`src/rtl/emss_pkg.sv`:
```
// ----------------------------------------------------------------------------
// emss_pkg
// Shared types and constants for the two-motor encoder step servo.
// ----------------------------------------------------------------------------
package emss_pkg;

    localparam int MOTORS         = 2;
    localparam int MOTOR_W        = $clog2(MOTORS);
    localparam int MAX_RESOLUTION = 4096;
    localparam int MIN_RESOLUTION = 4;
    localparam int RES_W          = 13;
    localparam int POS_W          = 12;
    localparam int OFF_W          = 12;
    localparam int STEP_W         = 14;
    localparam int DUTY_W         = 8;
    localparam int CFG_IDX_W      = 3;
    localparam int CFG_DATA_W     = 13;

    localparam logic [RES_W-1:0] RES_RESET  = RES_W'(1024);
    localparam logic [OFF_W-1:0] OFF_RESET  = OFF_W'(5);
    localparam logic [DUTY_W-1:0] FBS_RESET = DUTY_W'(60);
    localparam logic [DUTY_W-1:0] VEL_RESET = DUTY_W'(150);

    // bit0 = dir_a, bit1 = dir_b
    localparam logic [1:0] PINS_FWD   = 2'b01;
    localparam logic [1:0] PINS_BWD   = 2'b10;
    localparam logic [1:0] PINS_BRAKE = 2'b11;
    localparam logic [1:0] PINS_OFF   = 2'b00;

    typedef enum logic [1:0] {
        OP_EDGE = 2'd0,
        OP_FWD  = 2'd1,
        OP_BWD  = 2'd2,
        OP_TICK = 2'd3
    } op_t;

    typedef enum logic [CFG_IDX_W-1:0] {
        CFG_ENCODER_RES     = 3'd0,
        CFG_FEEDBACK_OFFSET = 3'd1,
        CFG_FEEDBACK_SPEED  = 3'd2,
        CFG_VELOCITY        = 3'd3,
        CFG_REVERSED_MASK   = 3'd4
    } cfg_idx_t;

    typedef struct packed {
        logic [RES_W-1:0]  res;       // already clamped into range
        logic [OFF_W-1:0]  offset;
        logic [DUTY_W-1:0] fb_speed;
        logic [DUTY_W-1:0] velocity;
        logic [MOTORS-1:0] rev_mask;
    } cfg_t;

    typedef struct packed {
        logic [MOTOR_W-1:0] motor;
        logic [1:0]         pins;
        logic [DUTY_W-1:0]  duty;
        logic [POS_W-1:0]   position;
        logic               steps_done;
        logic               in_sync;
    } result_t;

endpackage

```
`src/rtl/emss_cfg.sv`:
```
// ----------------------------------------------------------------------------
// emss_cfg
// Configuration register file; resolution is clamped when written.
// ----------------------------------------------------------------------------
module emss_cfg
    import emss_pkg::*;
(
    input  logic                  clk,
    input  logic                  rst_n,
    input  logic                  cfg_valid,
    output logic                  cfg_ready,
    input  logic [CFG_IDX_W-1:0]  cfg_index,
    input  logic [CFG_DATA_W-1:0] cfg_data,
    output cfg_t                  cfg
);

    cfg_t             cfg_reg;
    cfg_t             cfg_next;
    logic [RES_W-1:0] res_clamped;

    assign cfg_ready = 1'b1;

    always_comb
    begin
        if (cfg_data[RES_W-1:0] < RES_W'(MIN_RESOLUTION))
            res_clamped = RES_W'(MIN_RESOLUTION);
        else if (cfg_data[RES_W-1:0] > RES_W'(MAX_RESOLUTION))
            res_clamped = RES_W'(MAX_RESOLUTION);
        else
            res_clamped = cfg_data[RES_W-1:0];
    end

    always_comb
    begin
        cfg_next = cfg_reg;
        if (cfg_valid)
        begin
            unique case (cfg_idx_t'(cfg_index))
                CFG_ENCODER_RES:     cfg_next.res      = res_clamped;
                CFG_FEEDBACK_OFFSET: cfg_next.offset   = cfg_data[OFF_W-1:0];
                CFG_FEEDBACK_SPEED:  cfg_next.fb_speed = cfg_data[DUTY_W-1:0];
                CFG_VELOCITY:        cfg_next.velocity = cfg_data[DUTY_W-1:0];
                CFG_REVERSED_MASK:   cfg_next.rev_mask = cfg_data[MOTORS-1:0];
                default:             cfg_next = cfg_reg;
            endcase
        end
    end

    always_ff @(posedge clk or negedge rst_n)
    begin
        if (!rst_n)
        begin
            cfg_reg.res      <= RES_RESET;
            cfg_reg.offset   <= OFF_RESET;
            cfg_reg.fb_speed <= FBS_RESET;
            cfg_reg.velocity <= VEL_RESET;
            cfg_reg.rev_mask <= '0;
        end
        else
        begin
            cfg_reg <= cfg_next;
        end
    end

    assign cfg = cfg_reg;

endmodule

```
`src/rtl/emss_servo.sv`:
```
// ----------------------------------------------------------------------------
// emss_servo
// Per-motor position, step count and drive state, with the single-pass
// update and the result for the addressed motor.
// ----------------------------------------------------------------------------
module emss_servo
    import emss_pkg::*;
(
    input  logic               clk,
    input  logic               rst_n,
    input  cfg_t               cfg,
    input  logic               upd,
    input  op_t                op,
    input  logic [MOTOR_W-1:0] motor,
    input  logic               phases_equal,
    output result_t            result
);

    logic [POS_W-1:0]  pos_reg   [MOTORS];
    logic [POS_W-1:0]  pos_next  [MOTORS];
    logic [STEP_W-1:0] steps_reg [MOTORS];
    logic [1:0]        pins_reg  [MOTORS];
    logic [DUTY_W-1:0] duty_reg  [MOTORS];

    logic [POS_W-1:0]  p;
    logic [RES_W-1:0]  p_inc;
    logic [POS_W-1:0]  p_new;
    logic [STEP_W-1:0] s_load;
    logic [STEP_W-1:0] s_new;
    logic [1:0]        pins_new;
    logic [DUTY_W-1:0] duty_new;
    logic              rev;
    logic [POS_W-1:0]  half;
    logic [STEP_W-1:0] res_minus_off;
    logic [1:0]        fb_pins;
    logic [DUTY_W-1:0] fb_duty;
    logic [RES_W-1:0]  d;
    logic [RES_W-1:0]  d_abs;
    logic [STEP_W-1:0] e;
    logic [STEP_W-1:0] e_abs;

    assign p    = pos_reg[motor];
    assign rev  = cfg.rev_mask[motor];
    assign half = cfg.res[RES_W-1:1];
    assign res_minus_off = {1'b0, cfg.res} - {2'b00, cfg.offset};

    // encoder edge: up wraps at or past resolution, down from zero wraps to res-1
    always_comb
    begin
        p_inc = {1'b0, p} + RES_W'(1);
        if (phases_equal)
            p_new = (p_inc >= cfg.res) ? '0 : p_inc[POS_W-1:0];
        else if (p == '0)
            p_new = POS_W'(cfg.res - RES_W'(1));
        else
            p_new = p - POS_W'(1);
    end

    // deadband feedback toward position zero
    always_comb
    begin
        if (p >= cfg.offset && p < half)
        begin
            fb_pins = PINS_FWD;
            fb_duty = cfg.fb_speed;
        end
        else if (!res_minus_off[STEP_W-1] && {2'b00, p} <= res_minus_off && p >= half)
        begin
            fb_pins = PINS_BWD;
            fb_duty = cfg.fb_speed;
        end
        else
        begin
            fb_pins = PINS_BRAKE;
            fb_duty = '0;
        end
    end

    always_comb
    begin
        case (op)
            OP_FWD:  s_load = {1'b0, cfg.res};
            OP_BWD:  s_load = ~{1'b0, cfg.res} + STEP_W'(1);
            OP_EDGE: s_load = steps_reg[motor];
            OP_TICK: s_load = steps_reg[motor];
        endcase

        if (op == OP_EDGE)
        begin
            s_new    = s_load;
            pins_new = pins_reg[motor];
            duty_new = duty_reg[motor];
        end
        else if (s_load[STEP_W-1])
        begin
            s_new    = s_load + STEP_W'(1);
            pins_new = rev ? PINS_FWD : PINS_BWD;
            duty_new = cfg.velocity;
        end
        else if (s_load != '0)
        begin
            s_new    = s_load - STEP_W'(1);
            pins_new = rev ? PINS_BWD : PINS_FWD;
            duty_new = cfg.velocity;
        end
        else
        begin
            s_new    = s_load;
            pins_new = fb_pins;
            duty_new = fb_duty;
        end
    end

    always_comb
    begin
        for (int m = 0; m < MOTORS; m++)
        begin
            if (op == OP_EDGE && motor == MOTOR_W'(m))
                pos_next[m] = p_new;
            else
                pos_next[m] = pos_reg[m];
        end
    end

    // sync check on the updated positions, also across the wrap point when motor 0 is the higher
    always_comb
    begin
        d     = {1'b0, pos_next[0]} - {1'b0, pos_next[1]};
        d_abs = d[RES_W-1] ? (~d + RES_W'(1)) : d;
        e     = {d[RES_W-1], d} - {1'b0, cfg.res};
        e_abs = e[STEP_W-1] ? (~e + STEP_W'(1)) : e;
    end

    always_comb
    begin
        result.motor      = motor;
        result.pins       = pins_new;
        result.duty       = duty_new;
        result.position   = pos_next[motor];
        result.steps_done = (s_new == '0);
        result.in_sync    = (d_abs < {1'b0, cfg.offset}) || (e_abs < {2'b00, cfg.offset});
    end

    always_ff @(posedge clk or negedge rst_n)
    begin
        if (!rst_n)
        begin
            for (int m = 0; m < MOTORS; m++)
            begin
                pos_reg[m]   <= '0;
                steps_reg[m] <= '0;
                pins_reg[m]  <= PINS_OFF;
                duty_reg[m]  <= '0;
            end
        end
        else if (upd)
        begin
            for (int m = 0; m < MOTORS; m++)
                pos_reg[m] <= pos_next[m];
            steps_reg[motor] <= s_new;
            pins_reg[motor]  <= pins_new;
            duty_reg[motor]  <= duty_new;
        end
    end

endmodule

```
`src/rtl/encoder_motor_step_servo.sv`:
```
// ----------------------------------------------------------------------------
// encoder_motor_step_servo
// Two-motor quadrature position counter with step commands and feedback.
// ----------------------------------------------------------------------------
// Path: a request is accepted into the input register, then moves into the
//   result register, from which it is presented as a valid result.
// Throughput: one request per cycle while the result side is not stalled;
//   bounded by the read-modify-write of the per-motor state.
// Reset: rst_n clears positions, step counts, pins and duty to zero and
//   loads register defaults; no clearing pass.
module encoder_motor_step_servo
    import emss_pkg::*;
(
    input  logic                  clk,
    input  logic                  rst_n,
    input  logic                  in_valid,
    output logic                  in_ready,
    input  logic [1:0]            op,
    input  logic [MOTOR_W-1:0]    motor,
    input  logic                  phases_equal,
    output logic                  out_valid,
    input  logic                  out_ready,
    output logic [MOTOR_W-1:0]    motor_out,
    output logic                  dir_a,
    output logic                  dir_b,
    output logic [DUTY_W-1:0]     duty,
    output logic [POS_W-1:0]      position,
    output logic                  steps_done,
    output logic                  in_sync,
    input  logic                  cfg_valid,
    output logic                  cfg_ready,
    input  logic [CFG_IDX_W-1:0]  cfg_index,
    input  logic [CFG_DATA_W-1:0] cfg_data
);

    cfg_t               cfg;
    logic               in_vld_reg;
    op_t                op_reg;
    logic [MOTOR_W-1:0] motor_reg;
    logic               peq_reg;
    logic               out_vld_reg;
    result_t            res_reg;
    result_t            res_next;
    logic               s2_load;

    assign s2_load  = in_vld_reg && (!out_vld_reg || out_ready);
    assign in_ready = !in_vld_reg || s2_load;

    emss_cfg u_cfg (
        .clk       (clk),
        .rst_n     (rst_n),
        .cfg_valid (cfg_valid),
        .cfg_ready (cfg_ready),
        .cfg_index (cfg_index),
        .cfg_data  (cfg_data),
        .cfg       (cfg)
    );

    emss_servo u_servo (
        .clk          (clk),
        .rst_n        (rst_n),
        .cfg          (cfg),
        .upd          (s2_load),
        .op           (op_reg),
        .motor        (motor_reg),
        .phases_equal (peq_reg),
        .result       (res_next)
    );

    always_ff @(posedge clk or negedge rst_n)
    begin
        if (!rst_n)
        begin
            in_vld_reg  <= 1'b0;
            out_vld_reg <= 1'b0;
        end
        else
        begin
            if (in_ready)
                in_vld_reg <= in_valid;
            if (s2_load)
                out_vld_reg <= 1'b1;
            else if (out_ready)
                out_vld_reg <= 1'b0;
        end
    end

    always_ff @(posedge clk)
    begin
        if (in_ready && in_valid)
        begin
            op_reg    <= op_t'(op);
            motor_reg <= motor;
            peq_reg   <= phases_equal;
        end
        if (s2_load)
            res_reg <= res_next;
    end

    assign out_valid  = out_vld_reg;
    assign motor_out  = res_reg.motor;
    assign dir_a      = res_reg.pins[0];
    assign dir_b      = res_reg.pins[1];
    assign duty       = res_reg.duty;
    assign position   = res_reg.position;
    assign steps_done = res_reg.steps_done;
    assign in_sync    = res_reg.in_sync;

endmodule

```
`config.mk`:
```
export PLATFORM = sky130hd
export DESIGN_NAME = encoder_motor_step_servo
export DESIGN_NICKNAME = d
export VERILOG_FILES = /design/src/rtl/emss_pkg.sv /design/src/rtl/emss_cfg.sv /design/src/rtl/emss_servo.sv /design/src/rtl/encoder_motor_step_servo.sv
export SDC_FILE = /design/constraint.sdc
export NUM_CORES = 1
export LEC_CHECK = 0
export BUFFER_PORTS_ARGS = -buffer_cell sky130_fd_sc_hd__buf_2
export CAP_MARGIN = 10
export CELL_PAD_IN_SITES_DETAIL_PLACEMENT = 1
export CELL_PAD_IN_SITES_GLOBAL_PLACEMENT = 1
export CORE_MARGIN = 2
export CORE_UTILIZATION = 40
export CTS_CLUSTER_SIZE = 40
export DETAILED_ROUTE_END_ITERATION = 10
export PLACE_DENSITY = 0.81
export SLEW_MARGIN = 10
export SYNTH_ARGS = -nofsm -noshare
export SYNTH_HDL_FRONTEND = slang
export SYNTH_SLANG_ARGS = --single-unit
```
`constraint.sdc`:
```
create_clock -name clk -period 11.32 [get_ports clk]
set_clock_uncertainty 0.05 [all_clocks]
set_input_delay 0.566 -clock clk [delete_from_list [all_inputs] [get_ports clk]]
set_output_delay 0.566 -clock clk [all_outputs]
set_load 0.02 [all_outputs]
```
==> results by stage, run 1 <==
STA:
- After layout, the minimum clock period comes to 10220 ps.
- The final number of max-transition violations was 0.
- The highest clock rate is 97.9 MHz.
- In the finished design, the share of the clock period the worst path needs comes to 90.3%.
- The total setup violations reported at the end of the flow is 0.
- The final worst slack is 1100 ps.
- Adding up every negative setup slack in the final design gives 0 ps.
- In this run the tightest slew margin relative to its limit is 34.9%.
- The hold violation total from the final report was 0.
- At the pin with the least slew margin, the transition time is 964 ps.
- Setup repair after global routing left no endpoint under its margin.

Place:
- The number of placed instances, taps included, is 1741.
- At the end of routability-driven placement, the weighted congestion stood at 0.927.
- The post-placement setup slack is 1080 ps.
- After legalization and detailed placement, the total HPWL measured 29800 microns.
- The count of buffers added on input and output ports is 51.

GRT:
- The initial antenna violation count is 0.
- The number of global-route vias before repair is 11.2k.
- The first global-routing pass estimated 62700 microns of wire.
- After global routing the overflow that remains totals 0.
- The global-route total usage across every layer is 26.0%.
- The maximum number of pins on one net before global-route repair is 62.

Yosys:
- The number of nets in the synthesized netlist is 1504.
- The sequential area share after synthesis is 32.3%.
- The number of storage elements in the synthesis netlist is 146.
- Sorting the synthesized cells by how often they occur yields sky130_fd_sc_hd__nand2_1 (160), sky130_fd_sc_hd__ha_1 (120), sky130_fd_sc_hd__nor2_1 (114).
- The mapped cell area is 11800 sq um.
- The async set or reset register ratio after synthesis is 80.1%.
- The cell count after synthesis came out at 1356.
- The number of synthesized flops with an enable pin is 29.
- The number of different library cells in the post-synthesis netlist is 79.
- Yosys attributes the largest share of cell area to sky130_fd_sc_hd__dfrtp_1 (23%), sky130_fd_sc_hd__ha_1 (13%), sky130_fd_sc_hd__edfxtp_1 (7.4%).
- The most common cell in the synthesized netlist is sky130_fd_sc_hd__nand2_1.
- The average footprint of a synthesized cell is 8.69 sq um.
- The count of warnings emitted by yosys is 0.
- For this run, the leading register cell type out of synthesis is sky130_fd_sc_hd__dfrtp_1.
- The synthesized design spends more area on one cell type than any other, namely sky130_fd_sc_hd__dfrtp_1.
- The area share of the largest cell type after synthesis is 22.5%.

Clocking:
- Clock-pin slew was measured on the worst setup and hold paths at 80 ps.
- The clock latency at the later pin of the worst-skew pair is 450 ps.
- The H-tree level count is 4.
- The clock sink total is 146.
- The buffer cell driving the clock tree root is sky130_fd_sc_hd__clkbuf_16.
- The longest clock path from root to sink contains 2 buffers.
- The TritonCTS clock tree is built.
- The number of clock buffers added by TritonCTS is 17.
- For this design, the CTS-stage hold fixing added 0 buffers.

Setup path:
- The worst setup path is launched from a register.
- For flop-to-flop paths, the worst setup slack is 1100 ps.
- The type of the worst setup path is reg -> reg.
- On the worst path, the slowest cell contributes a delay of 760 ps.
- STA puts the critical path data required time at 11560 ps.
- The data arrival at the endpoint of the critical path is 10460 ps.
- The largest fanout on the critical path is 13.
- The slowest stage of the critical path is the sky130_fd_sc_hd__edfxtp_1 cell.
- The nature of the critical path endpoint is a register.
- By instance count, the cell type seen most on the critical path is sky130_fd_sc_hd__a21oi_1.

Worst hold path:
- The worst min-delay path class is in -> async.

Detailed routing:
- The DRC marker count from the first detailed-route iteration is 766.
- The final wirelength is 39000 microns.
- The number of routed nets with antenna violations is 0.
- The first-pass iteration count of the detailed router is 5.
- Dividing the detail-routed wire length by the instance count gives 22.0 microns.
- The number of vias per cell after detailed routing is 6.00.
- The final routed DRC violation total is 0.
- Across all layers, the routed design uses 10.6k vias.

Finish:
- Once layout is complete, the cells apart from fillers number 1774.
- At the end of the flow, the number of nets in the layout was 1525.
- The repair_antennas step left the layout with diodes totalling 0.
- Relative to the synthesized area, the layout overhead comes to 9.55%.
- The fraction of layout instances using a drive strength above 1 is 11.5%.
- The flip-flop count of the largest register, all copies and words added is 43.
- Fill cells in the final layout number 3440.

Floorplanning:
- The y dimension of the die is 176 microns.
- The effective utilization at floorplan is 40.8%.
- The standard cell core area is 28900 sq um.
- The die covers 30900 sq um.
- The overall die width is 176 microns.
- The cell row count is 62.
- 53 I/O pins were placed.

Flow run:
- Max-cap violations in this run came to 0.

Outcome:
- The run finished with clean final reports.
==> cell type report <==
class	instances	area, sq um	area share [%]
Tap cell	384	480	3.72
Clock inverter	13	110	0.853
Sequential cell	146	3810	29.5
Clock buffer	19	454	3.52
Inverter	53	199	1.54
Timing Repair Buffer	61	333	2.58
Multi-Input combinational cell	1098	7520	58.3
==> placed cells by master (no fill, tap or decap), types with 15 or more instances in the layout <==
cell / count
sky130_fd_sc_hd__nand2_1: 160
sky130_fd_sc_hd__ha_1: 119
sky130_fd_sc_hd__nor2_1: 114
sky130_fd_sc_hd__dfrtp_1: 106
sky130_fd_sc_hd__o21ai_0: 103
sky130_fd_sc_hd__a21oi_1: 99
sky130_fd_sc_hd__inv_1: 53
sky130_fd_sc_hd__buf_2: 50
sky130_fd_sc_hd__xnor2_1: 47
sky130_fd_sc_hd__mux2i_1: 32
sky130_fd_sc_hd__mux2_2: 32
sky130_fd_sc_hd__edfxtp_1: 29
sky130_fd_sc_hd__nand3_1: 28
sky130_fd_sc_hd__xor2_1: 28
sky130_fd_sc_hd__nor3_1: 25
sky130_fd_sc_hd__a21o_1: 24
sky130_fd_sc_hd__o21a_1: 20
sky130_fd_sc_hd__clkbuf_16: 18
sky130_fd_sc_hd__nor2b_1: 17
sky130_fd_sc_hd__nand2b_1: 16
sky130_fd_sc_hd__nor4_1: 15
==> cell families (layout without fill, tap and decap cells) <==
kind of cell,Yosys count,in the layout,synth area share (%)
AO/OA/AOI/OAI,370,370,20.0
flip-flops,146,146,32.3
multiplexers,64,64,5.78
AND/OR/NAND/NOR,465,465,19.2
other,1,1,0.0318
adder cells (fa/ha/maj),123,123,13.2
buffers and inverters,112,146,3.88
XOR/XNOR,75,75,5.57
==> per-stage QoR <==
step	hold slack [ps]	instance area [sq um]	util, %
floorplan	220	11800	-
global placement	408	12300	42.7
detailed placement	413	12300	42.7
CTS	202	12900	44.7
global route	237	12900	44.7
finish	173	12900	44.7
==> critical path, delay by kind of cell (launching register included) <==
kind	cells	cell delay, ps
and+or+nand+nor	11	2070
adders and majority gates	5	1430
DFF	1	760
xor gates and xnor gates	3	970
buffers and inverters	3	540
muxes	1	510
AOI/OAI and AO/OA	21	3750
==> routing by layer <==
metal | global-route usage, % | share of wire [%] | vias to the layer above
met2 | 45.0 | 49 | 224
met1 | 33.3 | 44 | 5396
met4 | 9.50 | 3.2 | 0
li1 | - | - | 4960
met3 | 3.16 | 3.8 | 68
met5 | 0 | 0 | -
==> worst paths after layout <==
kind                                              startpoint                           endpoint  cells past startpoint
min in group clk                                       op[1]                op_reg[1]$_DFFE_PP_                      1
setup / recovery                         motor_reg$_DFFE_PP_                  in_sync$_DFFE_PP_                     44
max in group asynchronous                              rst_n              out_valid$_DFFE_PN0P_                      2
setup reg to reg                         motor_reg$_DFFE_PP_                  in_sync$_DFFE_PP_                     44
hold reg to reg            u_servo.steps_reg[12]$_DFFE_PN0P_  u_servo.steps_reg[12]$_DFFE_PN0P_                      2
hold / removal                                         rst_n          u_cfg.cfg[25]$_DFFE_PN0P_                      1
==> repair_timing <==
action | in CTS | in global routing
buffers inserted | 0 | 1
endpoints found under the hold margin | 0 | 0
setup endpoints to repair | 0 | 1
gates resized for setup | 0 | 1
Power of run 1 is not shown: default switching activity piles up to over one toggle a cycle in this logic, so the estimate is an artifact.
==> inputs of run 2 (changes only) <==
Settings changed: CORE_UTILIZATION 40 to 45, PLACE_DENSITY 0.81 to 0.88.
==> run 2 against run 1 <==
  * Via count is 2.3% higher
  * Worst hold slack worse by 32 ps
  * Register-to-register slack worse by 320 ps
  * Count of clock-buffer cells in the layout stayed put
  * Routed wire length is 3.5% higher
  * Global-route usage is 3.3 points higher
  * Sequential cell count stayed put
  * Core utilization is 4.9 points higher
  * Final cell count is 2.8% lower
  * Design area is 0.36% lower
  * Sequential share of layout area is 0.11 points higher
==> results by stage, run 2 (synthesis gave the netlist of run 1 again) <==
Outcome:
- The run finished with clean final reports.

Place:
- The number of placed cells counting well taps is 1691 (-2.9%).
- The quantity of I/O buffers inserted on ports is 51 (unchanged).
- The estimated wirelength of the detail-placed design was 29500 microns (-1.0%).
- The global placer's final weighted congestion is 0.940 (+1.3%).

GRT:
- The global-route total usage across every layer was 29.3% (+3.3 points).
- The maximum number of pins on one net before global-route repair is 63 (+1.6%).
- The number of global-route vias before repair came to 11.4k (+1.6%).
- The total congestion overflow after global routing is 0 (unchanged).
- The initial antenna violation count came to 0 (unchanged).
- The global-route wire length before repair is 63900 microns (+1.9%).

STA:
- The headroom to the max-slew limit is 26.4% (-8.6 points).
- The final number of max-transition violations is 0 (unchanged).
- The hold violation total from the final report is 0 (unchanged).
- The final clock period utilization by the worst path is 93.1% (+2.8 points).
- The highest clock rate is 94.9 MHz (-3.0%).
- The final critical-path required period was 10540 ps (+321 ps).
- The total setup violations reported at the end of the flow is 0 (unchanged).
- The aggregate negative setup slack is 0 ps (unchanged).
- Setup repair after global routing left no endpoint under its margin.
- The transition time at the pin with the least slew margin is 1090 ps (+127 ps).

Detailed routing:
- The total length of routed met3 wires is 1910 microns (+27%).
- The topmost layer with routed signal wires is met4.
- The sum of met2 wire segment lengths after detailed routing was 19900 microns (+3.7%).
- The final routed DRC violation total is 0 (unchanged).
- The via total after detailed routing came to 10.9k (+2.3%).
- The number of vias per cell after detailed routing was 6.32 (+5.3%).
- The detailed-route wire length on metal 1 is 16700 microns (-2.0%).
- The DRC marker count from the first detailed-route iteration was 872 (+14%).
- The number of routed nets with antenna violations is 0 (unchanged).
- The wire length per cell is 23.5 microns (+6.5%).
- The final wirelength came to 40400 microns (+3.5%).
- The first-pass iteration count of the detailed router is 5 (unchanged).

Setup path:
- By startpoint and endpoint, the worst setup path is classified as reg -> reg.
- The nature of the critical path endpoint is a register.
- The cell with the largest stage delay on the worst path is sky130_fd_sc_hd__edfxtp_1.
- The register-to-register setup slack is 780 ps (-320 ps).
- The cell type with the highest occurrence count on the critical path is sky130_fd_sc_hd__a21oi_1.
- The largest fanout on the critical path was 14 (+1).
- The data arrival at the endpoint of the critical path was 10780 ps (+320 ps).
- The startpoint type of the worst setup path is a register.
- The combined buffer and inverter count along the critical path is 3 (unchanged).
- The required time of the critical path is 11560 ps (about the same).
- The largest delay contributor family on the critical path is compound AO/OA/AOI/OAI gates.
- The largest stage delay on the critical path is 840 ps (+80 ps).

Clocking:
- The TritonCTS buffer count is 17 (unchanged).
- The clock latency at the later pin of the worst-skew pair was 450 ps (about the same).
- The buffer cell driving the clock tree root is sky130_fd_sc_hd__clkbuf_16.
- The clock transition time at the flip-flop clock pins of the worst setup and hold paths is 70 ps (about the same).
- The clock sink total came to 146 (unchanged).
- The TritonCTS clock tree is built.
- The deepest clock path buffer count is 2 (unchanged).
- The H-tree level count came to 4 (unchanged).

Finish:
- The count of placed standard cells in the final layout, fillers left out was 1724 (-2.8%).
- The number of antenna diodes came to 0 (unchanged).
- The library cells used most frequently in the layout, excluding fill and tap cells, are sky130_fd_sc_hd__nand2_1 (160), sky130_fd_sc_hd__ha_1 (119), sky130_fd_sc_hd__nor2_1 (114), sky130_fd_sc_hd__dfrtp_1 (106), sky130_fd_sc_hd__o21ai_0 (103).
- The final-stage net count is 1524 (-0.066%).
- The flip-flop count of the largest register, all copies and words added is 43 (unchanged).
- Leaving out fill and tap cells, the most frequent cell in the layout is sky130_fd_sc_hd__nand2_1.
- From synthesis to final layout, the design area changed by 9.16%.
- The fraction of layout instances using a drive strength above 1 is 11.4% (-0.14 points).

Floorplanning:
- The overall die width is 166 microns (-5.6%).
- The number of I/O pins is 53 (unchanged).
- The cell row count was 59 (-4.8%).
- The effective utilization at floorplan came to 45.5% (+4.6 points).
- The die outline area was 27500 sq um (-11%).
- The standard cell core area is 25900 sq um (-10%).
- The y dimension of the die was 166 microns (-5.6%).

Flow run:
- The max-capacitance violation count was 0 (unchanged).

Worst hold path:
- The worst min-delay path class is in -> async.
[run 2: cell types whose count changed in the layout (fill, tap and decap cells not counted), moves of 2 or more]
cell / change
sky130_fd_sc_hd__inv_6: -2
sky130_fd_sc_hd__buf_4: -2
sky130_fd_sc_hd__bufinv_16: +2
sky130_fd_sc_hd__clkinvlp_4: +2
[run 2: worst paths after layout]
path / from / endpoint / cells past startpoint
setup / recovery: motor_reg$_DFFE_PP_ / in_sync$_DFFE_PP_ / 44
setup reg to reg: motor_reg$_DFFE_PP_ / in_sync$_DFFE_PP_ / 44
hold / removal: rst_n / u_servo.pos_reg[6]$_DFFE_PN0P_ / 1
min in group clk: op[0] / op_reg[0]$_DFFE_PP_ / 1
hold reg to reg: u_servo.steps_reg[9]$_DFFE_PN0P_ / u_servo.steps_reg[9]$_DFFE_PN0P_ / 2
max in group asynchronous: rst_n / u_servo.pos_reg[15]$_DFFE_PN0P_ / 2
[run 2: through the flow]
step           util [%]  setup slack, ps  area (sq um)  hold slack, ps
3_3_place_gp       47.3             1320         12300             408
5_1_grt            49.6             18.9         12900             214
6_report           49.6              781         12900             141
4_1_cts            49.6              633         12800             179
2_1_floorplan         -             1860         11800             220
3_5_place_dp       47.3              674         12300             415
[run 2: layer usage]
metal	vias up	global-route usage (%)
met4	0	13.1
met3	114	3.79
met5	-	0
li1	4949	-
met2	374	51.1
met1	5458	36.2
[run 2: final cells by class]
type / instances / area (sq um)
Fill cell: 3068 / 13000
Multi-Input combinational cell: 1098 / 7520
Sequential cell: 146 / 3810
Clock buffer: 19 / 433
Tap cell: 335 / 419
Timing Repair Buffer: 60 / 329
Inverter: 53 / 199
Clock inverter: 13 / 150
[run 2: what timing repair did]
action                     4_1_cts  5_1_grt
setup endpoints to repair        0        1
buffers inserted                 0        1
hold buffers                     0        0
resized for setup                0        1
[run 2: worst reg2reg max path: cells and delay by family (launching register included)]
family / cells / cell delay (ps)
compound gates: 21 / 3900
fa+ha+maj: 5 / 1410
flops: 1 / 840
xor+xnor: 3 / 1040
mux: 1 / 510
simple gates: 11 / 2130
buf+inv: 3 / 550
Power of run 2 is left out for the same reason.
==> inputs of run 3 (changes only) <==
Settings changed: SYNTH_HIERARCHICAL set to 1.
==> run 3 against run 2 <==
  * The flow now finishes with violations (DRC)
  * Via count increased by 1.5%
  * Synthesized area increased by 1.9%
  * Non-clock buffer count decreased by 2
  * Design area increased by 1.8%
  * Maximum frequency increased by 4.5%
  * Critical endpoint unchanged
==> results by stage, run 3 <==
Outcome:
- The flow ran to the end, but the final reports show violations.
- The checks that failed: DRC.

Setup path:
- The data arrival at the endpoint of the critical path is 10320 ps (-460 ps).
- The slowest stage of the critical path belongs to the cell sky130_fd_sc_hd__edfxtp_1.
- The logic depth of the worst register-to-register path is 40 (-9.1%).
- STA classifies the critical path startpoint as a register.
- The nature of the critical path endpoint is a register.
- The largest stage delay on the critical path is 920 ps (+80 ps).
- The required time of the critical path is 11560 ps (about the same).
- The type of the worst setup path is reg -> reg.
- The largest fanout on the critical path came to 21 (+7).

Floorplanning:
- The cell row count is 59 (unchanged).
- The y dimension of the die is 167 microns (+0.93%).
- The standard cell core area is 26100 sq um (+0.85%).
- The die outline area is 28000 sq um (+1.9%).
- The effective utilization at floorplan was 46.0% (+0.48 points).
- The number of I/O pins is 53 (unchanged).
- The overall die width was 167 microns (+0.93%).

Yosys:
- The count of warnings emitted by yosys is 6 (+6).
- The sequential area share after synthesis came to 31.7% (-0.61 points).
- The mapped cell area is 12000 sq um (+1.9%).
- By area the synthesized netlist is led by sky130_fd_sc_hd__dfrtp_1 (22%), sky130_fd_sc_hd__ha_1 (12%), sky130_fd_sc_hd__edfxtp_1 (7.3%).
- The average footprint of a synthesized cell was 8.88 sq um (+2.1%).
- The number of storage elements in the synthesis netlist is 146 (unchanged).
- Yosys instantiated no cell more often than sky130_fd_sc_hd__nand2_1.
- The number of nets in the synthesized netlist is 1500 (-0.27%).
- Counting instances in the post-synthesis netlist gives the leading cell types as sky130_fd_sc_hd__nand2_1 (121), sky130_fd_sc_hd__ha_1 (119), sky130_fd_sc_hd__nor2_1 (112).
- For this run, the leading register cell type out of synthesis is sky130_fd_sc_hd__dfrtp_1.
- The number of standard cells after synthesis was 1353 (-0.22%).
- The area share of the largest cell type after synthesis came to 22.1% (-0.42 points).
- The async set or reset register ratio after synthesis is 80.1% (unchanged).
- The cell accounting for the most synthesized area is sky130_fd_sc_hd__dfrtp_1.
- The number of synthesized flops with an enable pin is 29 (unchanged).
- The number of different library cells in the post-synthesis netlist is 97 (+23%).

Clocking:
- The number of gates given a new drive strength after cts is 0 (unchanged).
- The TritonCTS clock tree is built.
- The tree is rooted in a sky130_fd_sc_hd__clkbuf_16.
- The post-CTS setup repair buffer count came to 0 (unchanged).
- The H-tree level count is 4 (unchanged).
- The deepest clock path buffer count came to 2 (unchanged).
- The number of buffers inserted for hold repair after clock tree synthesis was 0 (unchanged).
- The clock transition time at the flip-flop clock pins of the worst setup and hold paths came to 70 ps (about the same).
- The clock sink total came to 146 (unchanged).
- The clock latency at the later pin of the worst-skew pair is 460 ps (about the same).
- The TritonCTS buffer count is 17 (unchanged).

Place:
- The estimated wirelength of the detail-placed design is 28100 microns (-4.7%).
- The quantity of I/O buffers inserted on ports is 51 (unchanged).
- The global placer's final weighted congestion is 0.907 (-3.4%).
- The post-placement setup slack is 935 ps (+261 ps).
- The number of placed cells counting well taps is 1690 (-0.059%).

Detailed routing:
- The final wirelength is 39400 microns (-2.5%).
- The final routed DRC violation total came to 5 (+5).
- The via total after detailed routing is 11.1k (+1.5%).
- The first-pass iteration count of the detailed router is 8 (+3).
- The number of routed nets with antenna violations is 0 (unchanged).
- The number of vias per cell after detailed routing is 6.42 (+1.6%).
- The DRC marker count from the first detailed-route iteration came to 932 (+6.9%).
- The wire length per cell came to 22.9 microns (-2.4%).

Finish:
- The area occupied by multi-input gates is 7720 sq um (+2.6%).
- The commonest non-fill, non-tap cell in the layout is sky130_fd_sc_hd__nand2_1.
- The final-stage net count is 1521 (-0.20%).
- The area occupied by registers is 3810 sq um (unchanged).
- The top cell types in the final layout, fill and taps aside, are sky130_fd_sc_hd__nand2_1 (121), sky130_fd_sc_hd__ha_1 (119), sky130_fd_sc_hd__nor2_1 (112), sky130_fd_sc_hd__dfrtp_1 (106), sky130_fd_sc_hd__o21ai_0 (105).
- The count of placed standard cells in the final layout, fillers left out is 1722 (-0.12%).
- The filler cell count in the final layout was 3086 (+0.59%).
- The area growth from synthesis to layout is 9.08% (about the same).
- The fraction of layout instances using a drive strength above 1 is 14.3% (+2.9 points).
- The number of antenna diodes is 0 (unchanged).
- The final standard cell utilization of the core is 50.1% (+0.48 points).
- The flip-flop count of the largest register, all copies and words added is 43 (unchanged).

STA:
- The aggregate negative setup slack is 0 ps (unchanged).
- The final critical-path required period came to 10080 ps (-455 ps).
- The transition time at the pin with the least slew margin is 1130 ps (+44.0 ps).
- The headroom to the max-slew limit is 24.1% (-2.3 points).
- The highest clock rate came to 99.2 MHz (+4.5%).
- The final worst slack is 1240 ps (+455 ps).
- Setup repair after global routing left no endpoint under its margin.
- The total setup violations reported at the end of the flow is 0 (unchanged).
- The final clock period utilization by the worst path came to 89.1% (-4.0 points).
- The final number of max-transition violations is 0 (unchanged).
- The hold violation total from the final report is 0 (unchanged).

GRT:
- The number of global-route vias before repair was 11.6k (+1.6%).
- The initial antenna violation count was 1 (+1).
- The global-route total usage across every layer is 28.3% (-0.93 points).
- The global-route wire length before repair is 63000 microns (-1.3%).
- The maximum number of pins on one net before global-route repair was 70 (+11%).
- The total congestion overflow after global routing is 0 (unchanged).

Worst hold path:
- The tightest min-delay check is of the in -> async type.

Flow run:
- The max-capacitance violation count came to 0 (unchanged).
==> run 3: changes by cell type in the layout (fill, tap and decap cells not counted), sizes merged, moves of 9 or more <==
cell	delta
a22o	-9
nand2	-40
a211oi	+19
mux2	+16
inv	+13
a22oi	+9
nand3	-13
nand2b	+10
==> run 3: area by class of cell <==
type                    count  area share [%]
inverters                  63            1.80
clock buffers              17            3.25
flip-flops and latches    146            29.1
clock inverters            15            1.38
well taps                 335            3.20
multi-input cells        1088            58.9
repair buffers             58            2.37
==> run 3: per-layer routing <==
layer | vias to the layer above | track usage [%] | part of all wire (%)
met5 | - | 0 | 0
met4 | 0 | 13.0 | 4.3
met3 | 133 | 4.49 | 5.4
met2 | 423 | 46.7 | 47
met1 | 5498 | 36.7 | 43
li1 | 5001 | - | -
==> run 3: path summary, 6_finish.rpt <==
path	from	slack [ps]	end
hold / removal	rst_n	90	u_servo/pos_reg[10]$_DFFE_PN0P_
max in group asynchronous	rst_n	9780	u_cfg/cfg[22]$_DFFE_PN0P_
setup reg to reg	motor_reg$_DFFE_PP_	1240	in_sync$_DFFE_PP_
hold reg to reg	u_servo/steps_reg[25]$_DFFE_PN0P_	440	u_servo/steps_reg[25]$_DFFE_PN0P_
min in group clk	op[0]	260	op_reg[0]$_DFFE_PP_
setup / recovery	motor_reg$_DFFE_PP_	1240	in_sync$_DFFE_PP_
==> run 3: per-stage QoR <==
stage	hold WS (ps)	area [sq um]
2_1_floorplan	220	12000
3_3_place_gp	405	12500
5_1_grt	132	13100
3_5_place_dp	417	12500
6_report	94.2	13100
4_1_cts	103	13100
==> run 3: cell families after synthesis <==
| family | after synthesis | share of synthesized area (%) |
|---|---|---|
| muxes | 73 | 6.62 |
| adders and majority gates | 122 | 12.9 |
| xor gates and xnor gates | 68 | 4.96 |
| and+or+nand+nor | 440 | 18.8 |
| buffers and inverters | 119 | 4.10 |
| AOI/OAI and AO/OA | 384 | 20.8 |
| other | 1 | 0.0312 |
| DFF | 146 | 31.7 |
==> run 3: worst max-delay path: cells and delay by family (launching register included) <==
kind | cells | cell delay [ps]
simple gates | 5 | 490
xor+xnor | 3 | 1040
flops | 1 | 920
buf+inv | 2 | 290
fa+ha+maj | 5 | 1650
compound gates | 24 | 4890
mux | 1 | 580
Power of run 3 is left out for the same reason.
